File: config.mk
export PLATFORM = sky130hd
export DESIGN_NAME = multi_button_debouncer_core_flat
export DESIGN_NICKNAME = d
export VERILOG_FILES = /design/src/hdl/mbd_pkg.sv /design/src/hdl/mbd_if.sv /design/src/hdl/mbd_lane.sv /design/src/hdl/mbd_merge.sv /design/src/hdl/multi_button_debouncer_core.sv /design/src/flat_wrapper.sv
export VERILOG_INCLUDE_DIRS = /design/src /design/src/hdl
export SDC_FILE = /design/constraint.sdc
export NUM_CORES = 1
export LEC_CHECK = 0
export BUFFER_PORTS_ARGS = -buffer_cell sky130_fd_sc_hd__buf_4
export CAP_MARGIN = 10
export CORE_MARGIN = 2
export CORE_UTILIZATION = 55
export CTS_BUF_LIST = sky130_fd_sc_hd__clkbuf_4 sky130_fd_sc_hd__clkbuf_8
export DETAILED_ROUTE_END_ITERATION = 12
export PLACE_DENSITY = 0.75
export SYNTH_ARGS = -nofsm -noshare
export SYNTH_HDL_FRONTEND = slang
export SYNTH_SLANG_ARGS = --single-unit
File: constraint.sdc
create_clock -name clk -period 2.4 [get_ports clk]
set_input_delay 0.72 -clock clk [delete_from_list [all_inputs] [get_ports clk]]
set_output_delay 0.72 -clock clk [all_outputs]
set_load 0.01 [all_outputs]
File: src/hdl/multi_button_debouncer_core_assert.svh
// ----------------------------------------------------------------------------
// Assertion macros for the multi-button debouncer
// Implication checks on the rising edge of clk, masked while rst is high.
// ----------------------------------------------------------------------------
`ifndef MULTI_BUTTON_DEBOUNCER_CORE_ASSERT_SVH
`define MULTI_BUTTON_DEBOUNCER_CORE_ASSERT_SVH

`ifndef SYNTHESIS
// same-cycle implication
`define MBD_ASSERT_NOW(label, lhs, rhs, msg) \
  label: assert property (@(posedge clk) disable iff (rst) (lhs) |-> (rhs)) \
    else $error(msg);
// next-cycle implication
`define MBD_ASSERT_NEXT(label, lhs, rhs, msg) \
  label: assert property (@(posedge clk) disable iff (rst) (lhs) |=> (rhs)) \
    else $error(msg);
`else
`define MBD_ASSERT_NOW(label, lhs, rhs, msg)
`define MBD_ASSERT_NEXT(label, lhs, rhs, msg)
`endif

`endif

File: src/hdl/mbd_pkg.sv
// ----------------------------------------------------------------------------
// mbd_pkg
// Field widths, codes, reset values and lane types of the debouncer.
// ----------------------------------------------------------------------------
package mbd_pkg;

  localparam int OP_W    = 2;
  localparam int ID_W    = 3;
  localparam int PIN_W   = 7;
  localparam int TICKS_W = 16;
  localparam int MASK_W  = 7;

  localparam logic [OP_W-1:0] OP_TICK = 2'd0;
  localparam logic [OP_W-1:0] OP_EDGE = 2'd1;
  localparam logic [OP_W-1:0] OP_POLL = 2'd2;

  localparam int CFG_IDX_W = 1;
  localparam logic [CFG_IDX_W-1:0] CFG_DEBOUNCE = 1'b0;
  localparam logic [CFG_IDX_W-1:0] CFG_INVERT   = 1'b1;

  localparam logic [TICKS_W-1:0] TICKS_RESET  = 16'd250;
  localparam logic [MASK_W-1:0]  INVERT_RESET = 7'd63;

  // per-lane command for one accepted item
  typedef struct packed {
    logic            accept;
    logic [OP_W-1:0] op;
    logic            hit;    // edge item names this lane
  } lane_cmd_t;

  // per-lane finding
  typedef struct packed {
    logic fire;   // stable level changed, report due
    logic level;  // current level after inversion
  } lane_rpt_t;

endpackage

File: src/hdl/mbd_if.sv
// ----------------------------------------------------------------------------
// mbd channel interfaces
// Valid/ready channels for incoming items and outgoing reports.
// ----------------------------------------------------------------------------
interface mbd_cmd_if;
  import mbd_pkg::*;
  logic             valid;
  logic             ready;
  logic [OP_W-1:0]  operation;
  logic [ID_W-1:0]  button_id;
  logic [PIN_W-1:0] pin_levels;

  modport source (output valid, output operation, output button_id,
                  output pin_levels, input ready);
  modport sink   (input valid, input operation, input button_id,
                  input pin_levels, output ready);
endinterface

interface mbd_rpt_if;
  import mbd_pkg::*;
  logic            valid;
  logic            ready;
  logic [ID_W-1:0] report_button;
  logic            report_level;
  logic            last_report;

  modport source (output valid, output report_button, output report_level,
                  output last_report, input ready);
  modport sink   (input valid, input report_button, input report_level,
                  input last_report, output ready);
endinterface

File: src/hdl/mbd_lane.sv
// ----------------------------------------------------------------------------
// mbd_lane
// One button: lockout countdown, stable level and change detection.
// ----------------------------------------------------------------------------
module mbd_lane #(
  parameter int COUNT_WIDTH = 16
) (
  input  logic                   clk,
  input  logic                   rst,
  input  mbd_pkg::lane_cmd_t     cmd,
  input  logic                   level,
  input  logic [COUNT_WIDTH-1:0] load_value,
  output mbd_pkg::lane_rpt_t     rpt
);
  import mbd_pkg::*;

  logic [COUNT_WIDTH-1:0] count;
  logic [COUNT_WIDTH-1:0] count_next;
  logic [COUNT_WIDTH-1:0] count_dec;
  logic                   stable;
  logic                   fire;

  assign count_dec = count - COUNT_WIDTH'(1);

  always_comb begin
    count_next = count;
    fire       = 1'b0;
    unique case (cmd.op)
      OP_TICK: begin
        if (count != '0) begin
          count_next = count_dec;
          fire       = (count_dec == '0) && (level != stable);
        end
      end
      OP_EDGE: begin
        if (cmd.hit && (count == '0)) begin
          count_next = load_value;
          fire       = (level != stable);
        end
      end
      OP_POLL: fire = (level != stable);
      default: ;  // unused code: no effect
    endcase
  end

  always_ff @(posedge clk) begin
    if (rst) begin
      count  <= '0;
      stable <= 1'b0;
    end else if (cmd.accept) begin
      count <= count_next;
      if (fire) stable <= level;
    end
  end

  assign rpt.fire  = cmd.accept && fire;
  assign rpt.level = level;

endmodule

File: src/hdl/mbd_merge.sv
// ----------------------------------------------------------------------------
// mbd_merge
// Collects lane findings and sends them out one per cycle while out_ready is high, lowest first.
// ----------------------------------------------------------------------------
`include "multi_button_debouncer_core_assert.svh"

module mbd_merge #(
  parameter int NUM_BUTTONS = 7
) (
  input  logic                                  clk,
  input  logic                                  rst,
  input  logic                                  load,
  input  mbd_pkg::lane_rpt_t [NUM_BUTTONS-1:0]  rpt,
  output logic                                  busy,
  output logic                                  out_valid,
  input  logic                                  out_ready,
  output logic [mbd_pkg::ID_W-1:0]              out_button,
  output logic                                  out_level,
  output logic                                  out_last
);
  import mbd_pkg::*;

  localparam int IW = (NUM_BUTTONS > 1) ? $clog2(NUM_BUTTONS) : 1;

  logic [NUM_BUTTONS-1:0] mask;
  logic [NUM_BUTTONS-1:0] levels;
  logic [NUM_BUTTONS-1:0] fires;
  logic [NUM_BUTTONS-1:0] cur_levels;
  logic [IW-1:0]          idx;
  logic [31:0]            idx_wide;
  logic                   take;

  always_comb begin
    for (int i = 0; i < NUM_BUTTONS; i++) begin
      fires[i]      = rpt[i].fire;
      cur_levels[i] = rpt[i].level;
    end
  end

  // lowest pending button
  always_comb begin
    idx = '0;
    for (int i = NUM_BUTTONS - 1; i >= 0; i--) begin
      if (mask[i]) idx = IW'(i);
    end
  end

  assign idx_wide   = 32'(idx);
  assign take       = out_valid && out_ready;
  assign busy       = (mask != '0);
  assign out_valid  = busy;
  assign out_button = idx_wide[ID_W-1:0];
  assign out_level  = levels[idx];
  assign out_last   = ((mask & (mask - NUM_BUTTONS'(1))) == '0);

  always_ff @(posedge clk) begin
    if (rst) begin
      mask <= '0;
    end else if (load) begin
      mask <= fires;
    end else if (take) begin
      mask <= mask & (mask - NUM_BUTTONS'(1));  // drop lowest set bit
    end
  end

  always_ff @(posedge clk) begin
    if (load) levels <= cur_levels;
  end

  `MBD_ASSERT_NOW(a_no_load_busy, load, !busy, "item loaded while reports pending")
  `MBD_ASSERT_NEXT(a_last_empties, take && out_last, mask == '0,
                   "reports left after last report")
  `MBD_ASSERT_NEXT(a_one_per_take, take && !out_last,
                   $countones(mask) == $countones($past(mask)) - 1,
                   "report take did not drop exactly one")

endmodule

File: src/hdl/multi_button_debouncer_core.sv
// ----------------------------------------------------------------------------
// multi_button_debouncer_core
// Lockout-timer debouncer for a row of buttons with ordered change reports.
// ----------------------------------------------------------------------------
// Usage:
//   cmd carries one item: operation (tick, pin edge on button_id, or poll)
//   and the raw pin levels. rpt carries one report per changed button in
//   ascending button order; last_report marks the final one of an item.
//   cfg_write/cfg_index/cfg_data write debounce_ticks (0) or invert_mask (1).
// Timing:
//   An item's reports appear from the cycle after it is taken, one per
//   cycle while rpt.ready is high. cmd.ready stays low until the last
//   report is taken; the report queue in the merge stage holds it low.
// Stall:
//   A low rpt.ready holds the current report and all after it; nothing is
//   lost. An item that causes no report leaves cmd.ready high.
// Reset:
//   rst (synchronous) clears all countdowns, all stable levels to released
//   and the report queue; registers return to 250 ticks and mask 63.
// ----------------------------------------------------------------------------
module multi_button_debouncer_core #(
  parameter int NUM_BUTTONS = 7,
  parameter int COUNT_WIDTH = 16
) (
  input  logic                          clk,
  input  logic                          rst,
  mbd_cmd_if.sink                       cmd,
  mbd_rpt_if.source                     rpt,
  input  logic                          cfg_write,
  input  logic [mbd_pkg::CFG_IDX_W-1:0] cfg_index,
  input  logic [mbd_pkg::TICKS_W-1:0]   cfg_data
);
  import mbd_pkg::*;

  // configuration registers
  logic [TICKS_W-1:0] debounce_ticks;
  logic [MASK_W-1:0]  invert_mask;

  always_ff @(posedge clk) begin
    if (rst) begin
      debounce_ticks <= TICKS_RESET;
      invert_mask    <= INVERT_RESET;
    end else if (cfg_write) begin
      unique case (cfg_index)
        CFG_DEBOUNCE: debounce_ticks <= cfg_data;
        CFG_INVERT:   invert_mask    <= cfg_data[MASK_W-1:0];
        default: ;
      endcase
    end
  end

  // countdown load value, saturated to the counter range
  logic [31:0]            ticks_wide;
  logic [31:0]            count_max;
  logic [COUNT_WIDTH-1:0] load_value;

  assign ticks_wide = 32'(debounce_ticks);
  assign count_max  = 32'({COUNT_WIDTH{1'b1}});
  assign load_value = (ticks_wide > count_max) ? {COUNT_WIDTH{1'b1}}
                                               : ticks_wide[COUNT_WIDTH-1:0];

  // one item at a time: ready only with an empty report queue
  logic busy;
  logic accept;

  assign cmd.ready = !busy;
  assign accept    = cmd.valid && cmd.ready;

  // pin levels after inversion; buttons past the pin field read zero
  logic [PIN_W-1:0] pin_level;
  assign pin_level = cmd.pin_levels ^ invert_mask;

  lane_cmd_t [NUM_BUTTONS-1:0] lane_cmd;
  lane_rpt_t [NUM_BUTTONS-1:0] lane_rpt;

  for (genvar g = 0; g < NUM_BUTTONS; g++) begin : g_lane
    logic level;
    if (g < PIN_W) begin : g_pin
      assign level = pin_level[g];
    end else begin : g_nopin
      assign level = 1'b0;
    end

    assign lane_cmd[g].accept = accept;
    assign lane_cmd[g].op     = cmd.operation;
    assign lane_cmd[g].hit    = (32'(cmd.button_id) == g);

    mbd_lane #(
      .COUNT_WIDTH (COUNT_WIDTH)
    ) u_lane (
      .clk        (clk),
      .rst        (rst),
      .cmd        (lane_cmd[g]),
      .level      (level),
      .load_value (load_value),
      .rpt        (lane_rpt[g])
    );
  end

  // ordered report queue
  mbd_merge #(
    .NUM_BUTTONS (NUM_BUTTONS)
  ) u_merge (
    .clk        (clk),
    .rst        (rst),
    .load       (accept),
    .rpt        (lane_rpt),
    .busy       (busy),
    .out_valid  (rpt.valid),
    .out_ready  (rpt.ready),
    .out_button (rpt.report_button),
    .out_level  (rpt.report_level),
    .out_last   (rpt.last_report)
  );

endmodule
File: src/flat_wrapper.sv
// flat-port wrapper written by rule: the top's interface ports become plain ports
module multi_button_debouncer_core_flat import mbd_pkg::*;
#(
  parameter int NUM_BUTTONS = 7,
  parameter int COUNT_WIDTH = 16
)
  (clk, rst, cfg_write, cfg_index, cfg_data, cmd_valid, cmd_operation, cmd_button_id, cmd_pin_levels, cmd_ready, rpt_valid, rpt_report_button, rpt_report_level, rpt_last_report, rpt_ready);
  mbd_cmd_if cmd_i ();
  mbd_rpt_if rpt_i ();
  input  logic clk;
  input  logic rst;
  input  logic cfg_write;
  input  logic [mbd_pkg::CFG_IDX_W-1:0] cfg_index;
  input  logic [mbd_pkg::TICKS_W-1:0] cfg_data;
  input wire logic [$bits(cmd_i.valid)-1:0] cmd_valid;
  input wire logic [$bits(cmd_i.operation)-1:0] cmd_operation;
  input wire logic [$bits(cmd_i.button_id)-1:0] cmd_button_id;
  input wire logic [$bits(cmd_i.pin_levels)-1:0] cmd_pin_levels;
  output wire logic [$bits(cmd_i.ready)-1:0] cmd_ready;
  output wire logic [$bits(rpt_i.valid)-1:0] rpt_valid;
  output wire logic [$bits(rpt_i.report_button)-1:0] rpt_report_button;
  output wire logic [$bits(rpt_i.report_level)-1:0] rpt_report_level;
  output wire logic [$bits(rpt_i.last_report)-1:0] rpt_last_report;
  input wire logic [$bits(rpt_i.ready)-1:0] rpt_ready;
  assign cmd_i.valid = cmd_valid;
  assign cmd_i.operation = cmd_operation;
  assign cmd_i.button_id = cmd_button_id;
  assign cmd_i.pin_levels = cmd_pin_levels;
  assign cmd_ready = cmd_i.ready;
  assign rpt_valid = rpt_i.valid;
  assign rpt_report_button = rpt_i.report_button;
  assign rpt_report_level = rpt_i.report_level;
  assign rpt_last_report = rpt_i.last_report;
  assign rpt_i.ready = rpt_ready;
  multi_button_debouncer_core #(.NUM_BUTTONS(NUM_BUTTONS), .COUNT_WIDTH(COUNT_WIDTH)) u_core (.clk(clk), .rst(rst), .cmd(cmd_i), .rpt(rpt_i), .cfg_write(cfg_write), .cfg_index(cfg_index), .cfg_data(cfg_data));
endmodule
==> results of run 1 <==
final timing paths:
path                            slack, ns                                    end                                   from
worst max-delay path                -0.70                       rpt_report_level    u_core.u_merge.mask[0]$_SDFFE_PP0P_
worst min-delay path                 0.44  u_core.debounce_ticks[6]$_SDFFE_PP1P_                            cfg_data[6]
worst min register to register       0.46  u_core.debounce_ticks[2]$_SDFFE_PP0P_  u_core.debounce_ticks[2]$_SDFFE_PP0P_
worst max register to register       0.07    u_core.u_merge.mask[4]$_SDFFE_PP0P_    u_core.u_merge.mask[4]$_SDFFE_PP0P_
power groups by stage:
stage | logic, mW | clock network, mW | registers [mW]
2_1_floorplan | 7.48 | 0 | 3.52
3_3_place_gp | 10.6 | 0 | 3.61
3_5_place_dp | 10.8 | 0 | 3.62
4_1_cts | 10.9 | 2.10 | 3.57
5_1_grt | 12.8 | 2.18 | 3.68
6_report | 11.7 | 2.09 | 3.63
worst min-delay path: stages:
cell and delay (ns):
buf_4 0.08, nand2_1 0.04, nand3_1 0.06
kinds of logic (layout without fill, tap and decap cells):
kind of cell | after synthesis | after routing | share of synthesized area
AOI/OAI and AO/OA | 485 | 486 | 0.2715
xor gates and xnor gates | 29 | 29 | 0.02578
adders and majority gates | 14 | 14 | 0.01679
buffers and inverters | 140 | 290 | 0.06068
DFF | 156 | 156 | 0.3061
muxes | 12 | 12 | 0.01319
and+or+nand+nor | 616 | 616 | 0.3059
cell type report:
| type | instances | share of cell area |
|---|---|---|
| multi-input cells | 1157 | 0.5400 |
| flip-flops and latches | 156 | 0.2494 |
| repair buffers | 229 | 0.1477 |
| well taps | 234 | 0.02281 |
| clock buffers | 19 | 0.02037 |
| clock inverters | 13 | 0.01131 |
| inverters | 29 | 0.008481 |
Yosys cell counts, drive strengths merged, types with 6 or more instances:
cell,n
ha,14
nor4b,10
o32ai,12
inv,29
nor3,63
edfxtp,7
nand2,191
o31ai,14
xnor2,16
dfxtp,149
or3,20
nor2b,13
buf,38
or4,20
o22ai,6
or3b,7
a31oi,24
nand4b,7
a211oi,17
nand3,43
xor2,12
and2,11
and3,9
o21a,10
a21oi,191
nand2b,9
nand3b,8
clkbuf,73
nor2,126
mux2i,7
o21ai,169
nor4,41
nor3b,14
nand4,11
layer usage:
metal / part of all wire / routed length, um
met5: 0 / 0
met2: 0.45 / 15670
met4: 0.042 / 1459
met1: 0.41 / 14290
met3: 0.10 / 3532
metrics by stage:
step | instance area, um2 | worst slack, ns | instances | setup TNS, ns
floorplan | 10460 | -0.1491 | 1452 | -0.1491
global placement | 12020 | -0.1808 | 1792 | -0.9281
detailed placement | 12020 | -0.4479 | 1792 | -1.987
CTS | 12490 | -0.7029 | 1825 | -1.107
global route | 12830 | -0.7542 | 1837 | -1.562
finish | 12830 | -0.6993 | 1837 | -1.238
flip-flops by register name, summed over array words and instances (netlist names):
name	flops
u_core.g_lane.u_lane.count	112
u_core.debounce_ticks	16
u_core.invert_mask	7
u_core.u_merge.mask	7
u_core.u_merge.levels	7
u_core.g_lane.u_lane.stable	7
repair_timing:
action                                  4_1_cts  5_1_grt
endpoints found under the hold margin         0        0
endpoints found under the setup margin       10       90
hold buffers                                  0        0
gates cloned                                  0        2
gates resized for setup                      17       54
buffers inserted                              1       10
pin swaps                                     7       15
==> flow_metrics.py, run 1 <==
metrics = {
    "status": {
        "outcome": "complete, but fails checks",
        "failed_checks": "setup timing",
    },
    "global_route": {
        "grt_busiest_layer": "met2",
        "grt_use_total": 0.3373,
        "grt_antenna_before_repair": 1,
        "grt_pass1_vias": 10682,
        "grtUsageMet2": 0.5271,
        "grt_pass1_wl_mm": 54.32,
        "overflow": 0,
        "met1_usage": 0.4379,
        "grt_max_degree": 125,
        "met3_usage": 0.09247,
    },
    "pwr": {
        "p_leak_nw": 4.976,
        "p_sw_frac": 0.4681,
        "power_density_nw_per_um2": 1357,
        "p_switching_mw": 8.150,
        "clockPowerShare": 0.120,
        "ir_drop_mv": 0.5535,
        "combPwrFrac": 0.672,
        "intPower_mw": 9.261,
        "p_total_mw": 17.41,
        "sequentialPowerShare": 0.208,
    },
    "final_layout": {
        "finalNetCount": 1638,
        "fill_cells": 1571,
        "drive_above_1_share": 0.2227,
        "layout_common_cells": "buf_4, nand2_1, a21oi_1, o21ai_0, dfxtp_1",
        "final_util": 0.6885,
        "final_common_cell": "buf_4",
        "area_growth_pct": 23.03,
        "num_antenna_cells": 0,
        "seqCellArea_um2": 3201,
        "multiInputGateArea_um2": 6930,
    },
    "routing": {
        "firstDrtPassIters": 6,
        "routed_wl_mm": 34.96,
        "drt-initial-drc-count": 1450,
        "vias": 11858,
        "final_antenna_net_count": 0,
        "avgRoutedWirePerCell_um": 19.03,
        "via_per_inst": 6.455,
        "route.detailed.drc": 0,
    },
    "sta": {
        "fin_crit_ns": 3.099,
        "fin_skew_ns": 0.01960,
        "worst_pin_slew_ns": 1.017,
        "hold_violations": 0,
        "slew_headroom": 0.3207,
        "timing.hold.ws_ns": 0.4428,
        "setup_viol": 4,
        "slew_violations": 0,
        "fmax_mhz": 322.7,
        "timing.final.ws_setup_ns": -0.6993,
        "rsz0062_at_grt": "true",
        "fin_crit_sh": 1.291,
    },
    "floorplanning": {
        "die_h_um": 141.7,
        "die_area_um2": 20090,
        "die-width_um": 141.7,
        "fp.coreArea_um2": 18640,
        "initial_core_util": 0.5596,
        "placementRows": 50,
        "num_io_pins": 41,
    },
    "logic_synthesis": {
        "synth.largest_area_cell": "dfxtp_1",
        "ys_types": 85,
        "synthFlopType": "dfxtp_1",
        "synth.avg_cell_area_um2": 7.185,
        "syn_inst": 1452,
        "syn_nets": 1500,
        "ys_seq_elements": 156,
        "synth_top_area_frac": 0.2859,
        "yosysSeqAreaShare": 0.3061,
        "ys_warn_count": 0,
        "synthArstFlopShare": 0,
        "synthTopCellsByArea": "dfxtp_1, a21oi_1, o21ai_0",
        "synth_edf_count": 7,
        "synth_area_um2": 10430,
    },
    "worst_hold_path": {
        "worstHoldPathType": "in -> reg",
        "worstHoldPathCells": 3,
    },
    "clock_network": {
        "htree_levels": 4,
        "cts_made_buffers": 17,
        "clock_latency_ns": 0.49,
        "cts_root_buf": "clkbuf_8",
        "clk_pin_slew_ns": 0.10,
        "clockBufferDepth": 2,
        "cts_sinks": 156,
        "cts_tree": "built",
    },
    "worst_setup_path": {
        "start_kind": "flip-flop",
        "cpLargestDelayFamily": "multiplexers",
        "cp_num_buf_inv": 1,
        "cp_cell_sequence": "nor4_4 > nor2b_4 > mux2_4 > mux4_2 > buf_6",
        "crit_fanout": 5,
        "required_ns": 1.68,
        "crit_arrival_ns": 2.38,
        "critPathKind": "reg -> out",
        "r2r_cells": 9,
        "slowest_delay_ns": 0.47,
        "cpMaxStageDelayCell": "mux4_2",
        "crit_cells": 5,
        "critPathCaptureType": "output port",
    },
    "flow_run": {
        "cap_violations": 0,
    },
    "place": {
        "gp_congestion": 0.9588,
        "hpwl_mm": 23.61,
        "port-buffer-count": 40,
    },
}
(Power assumes the default switching activity.)
==> run 2: changes to the inputs <==
CORE_ASPECT_RATIO = 0.75   (was unset)
SLEW_MARGIN = 20   (was unset)
==> run 2 against run 1 <==
Effect of this change: the run still ends with setup timing left; count of clock-buffer cells in the layout increased by 2; clock skew decreased by 0.0061 ns; setup slack improved by 0.11 ns; wire length about the same; fmax increased by 3.7%; flip-flop and latch count unchanged; power about the same; sequential share of layout area increased by 0.22 points; utilization decreased by 0.26 points; global-route usage increased by 0.21 points; clock power decreased by 6%; die area about the same; critical path type unchanged; highest routed layer is now met5.
==> flow_metrics.py, run 2 (same netlist as run 1, synthesis figures left out) <==
metrics = {
    "clock_network": {
        "cts_made_buffers": 17,
        "cts_root_buf": "clkbuf_8",
        "htree_levels": 4,
        "cts_tree": "built",
        "clock_latency_ns": 0.47,
        "clk_pin_slew_ns": 0.09,
        "clockBufferDepth": 2,
        "cts_sinks": 156,
    },
    "pwr": {
        "power_density_nw_per_um2": 1367,
        "p_leak_nw": 4.905,
        "ir_drop_mv": 0.8375,
    },
    "worst_setup_path": {
        "critPathCaptureType": "output port",
        "worstReg2RegStart": "u_core.g_lane[5].u_lane.count[1]$_SDFFE_PP0P_",
        "required_ns": 1.68,
        "crit_start": "u_core.u_merge.mask[0]$_SDFFE_PP0P_",
        "start_kind": "flip-flop",
        "crit_fanout": 4,
        "crit_arrival_ns": 2.27,
        "r2r_cells": 9,
        "r2r_end": "u_core.g_lane[5].u_lane.stable$_SDFFE_PP0P_",
        "critPathKind": "reg -> out",
        "rrSetupSlack_ns": 0.04,
    },
    "final_layout": {
        "drive_above_1_share": 0.2143,
        "num_antenna_cells": 0,
        "final_common_cell": "buf_4",
        "seqCellArea_um2": 3202,
        "finalNetCount": 1626,
        "largest_reg_flops": 112,
        "reg.largest.list": "u_core.g_lane.u_lane.count x112, u_core.debounce_ticks x16",
        "final_util": 0.6858,
        "area_growth_pct": 22.02,
        "fill_cells": 1529,
        "multiInputGateArea_um2": 6899,
        "top_register": "u_core.g_lane.u_lane.count",
        "layout_common_cells": "buf_4, nand2_1, a21oi_1, o21ai_0, dfxtp_1",
    },
    "sta": {
        "rsz0062_at_grt": "true",
        "slew_violations": 0,
        "fin_crit_sh": 1.245,
        "slew_headroom": 0.5174,
        "fin_crit_ns": 2.989,
        "fin_skew_ns": 0.01349,
        "fmax_mhz": 334.6,
        "hold_violations": 0,
        "timing.final.ws_setup_ns": -0.5887,
        "setup_viol": 2,
        "worst_pin_slew_ns": 0.7239,
    },
    "floorplanning": {
        "die_h_um": 123.3,
        "die-width_um": 163.0,
        "num_io_pins": 41,
        "fp.coreArea_um2": 18560,
        "placementRows": 43,
        "die_area_um2": 20100,
        "initial_core_util": 0.5620,
    },
    "global_route": {
        "overflow": 0,
        "grt_use_total": 0.3393,
        "grt_pass1_vias": 10267,
        "grt_antenna_before_repair": 2,
        "grt_max_degree": 125,
        "grt_pass1_wl_mm": 53.65,
    },
    "worst_hold_path": {
        "min_to": "u_core.debounce_ticks[9]$_SDFFE_PP0P_",
        "holdCritStartpoint": "u_core.debounce_ticks[9]$_SDFFE_PP0P_",
        "worstHoldPathCells": 2,
        "worstHoldPathType": "reg -> reg",
    },
    "flow_run": {
        "cap_violations": 0,
    },
    "status": {
        "outcome": "complete, but fails checks",
        "failed_checks": "setup timing",
    },
    "place": {
        "hpwl_mm": 23.88,
        "pre_cts_ws_ns": -0.2257,
        "gp_congestion": 1.003,
        "port-buffer-count": 40,
    },
    "routing": {
        "drt-initial-drc-count": 1418,
        "via_per_inst": 6.398,
        "final_antenna_net_count": 0,
        "firstDrtPassIters": 5,
        "avgRoutedWirePerCell_um": 19.00,
        "route.detailed.drc": 0,
        "routed_wl_mm": 34.93,
        "vias": 11760,
    },
}
-- run 2: changes by cell type in the layout (fill, tap and decap cells not counted), moves of 3 or more --
cell,delta
clkinv_4,-5
buf_12,+4
buf_6,-3
a21oi_2,+3
clkinv_2,+4
buf_4,-12
inv_8,-4
a21oi_1,-3
clkinvlp_4,+5
-- run 2: stage by stage --
stage,total power [mW],cells,instance area (um2),hold slack [ns],TNS [ns]
3_5_place_dp,14.31,1791,11960,0.4427,-1.019
5_1_grt,18.66,1838,12730,0.4463,-1.162
2_1_floorplan,11.01,1452,10460,0.4317,-0.1491
4_1_cts,16.30,1826,12390,0.4462,-0.8785
3_3_place_gp,14.10,1791,11960,0.4384,-0.3621
6_report,17.40,1838,12730,0.4569,-0.8659
-- run 2: how the worst max path moves through the flow --
stage	to	slack [ns]	cells after the start
after floorplan	rpt_report_level	-0.15	4
after global placement	u_core.u_merge.mask[4]$_SDFFE_PP0P_	-0.13	8
after detailed placement	u_core.u_merge.mask[4]$_SDFFE_PP0P_	-0.23	8
after CTS	rpt_report_level	-0.61	5
after global routing	rpt_report_level	-0.67	5
final	rpt_report_level	-0.59	5
-- run 2: worst max-delay path: stages (launching register included) --
cell	delay (ns)
dfxtp_2	0.34
nor4_4	0.29
nor2b_4	0.26
mux2_4	0.31
mux4_2	0.47
buf_6	0.14
-- run 2: repair_timing --
item,CTS,global route
pin swaps,4,11
hold buffers,0,0
buffers inserted,3,14
setup endpoints to repair,5,91
resized for setup,13,52
cloned,0,1
hold endpoints to repair,0,0
-- run 2: cell type report --
type                       count  share of cell area
timing repair buffer         217              0.1449
inverter                      29            0.008551
sequential                   156              0.2515
multi-input combinational   1157              0.5420
clock inverter                11            0.007568
tap                          247             0.02428
clock buffer                  21             0.02123
-- run 2: power breakdown --
group / switching (mW) / internal (mW) / leakage [nW] / total (mW)
logic: 6.48 / 5.35 / 3.45 / 11.8
registers: 0.533 / 3.08 / 1.28 / 3.62
clock network: 1.08 / 0.876 / 0.178 / 1.96
-- run 2: layer usage --
metal,vias up,global-route usage,wire length (um)
met4,4,0.1488,1356
li1,5558,-,-
met3,109,0.08185,3841
met1,5450,0.4680,14660
met2,639,0.5061,15040
met5,-,0,27
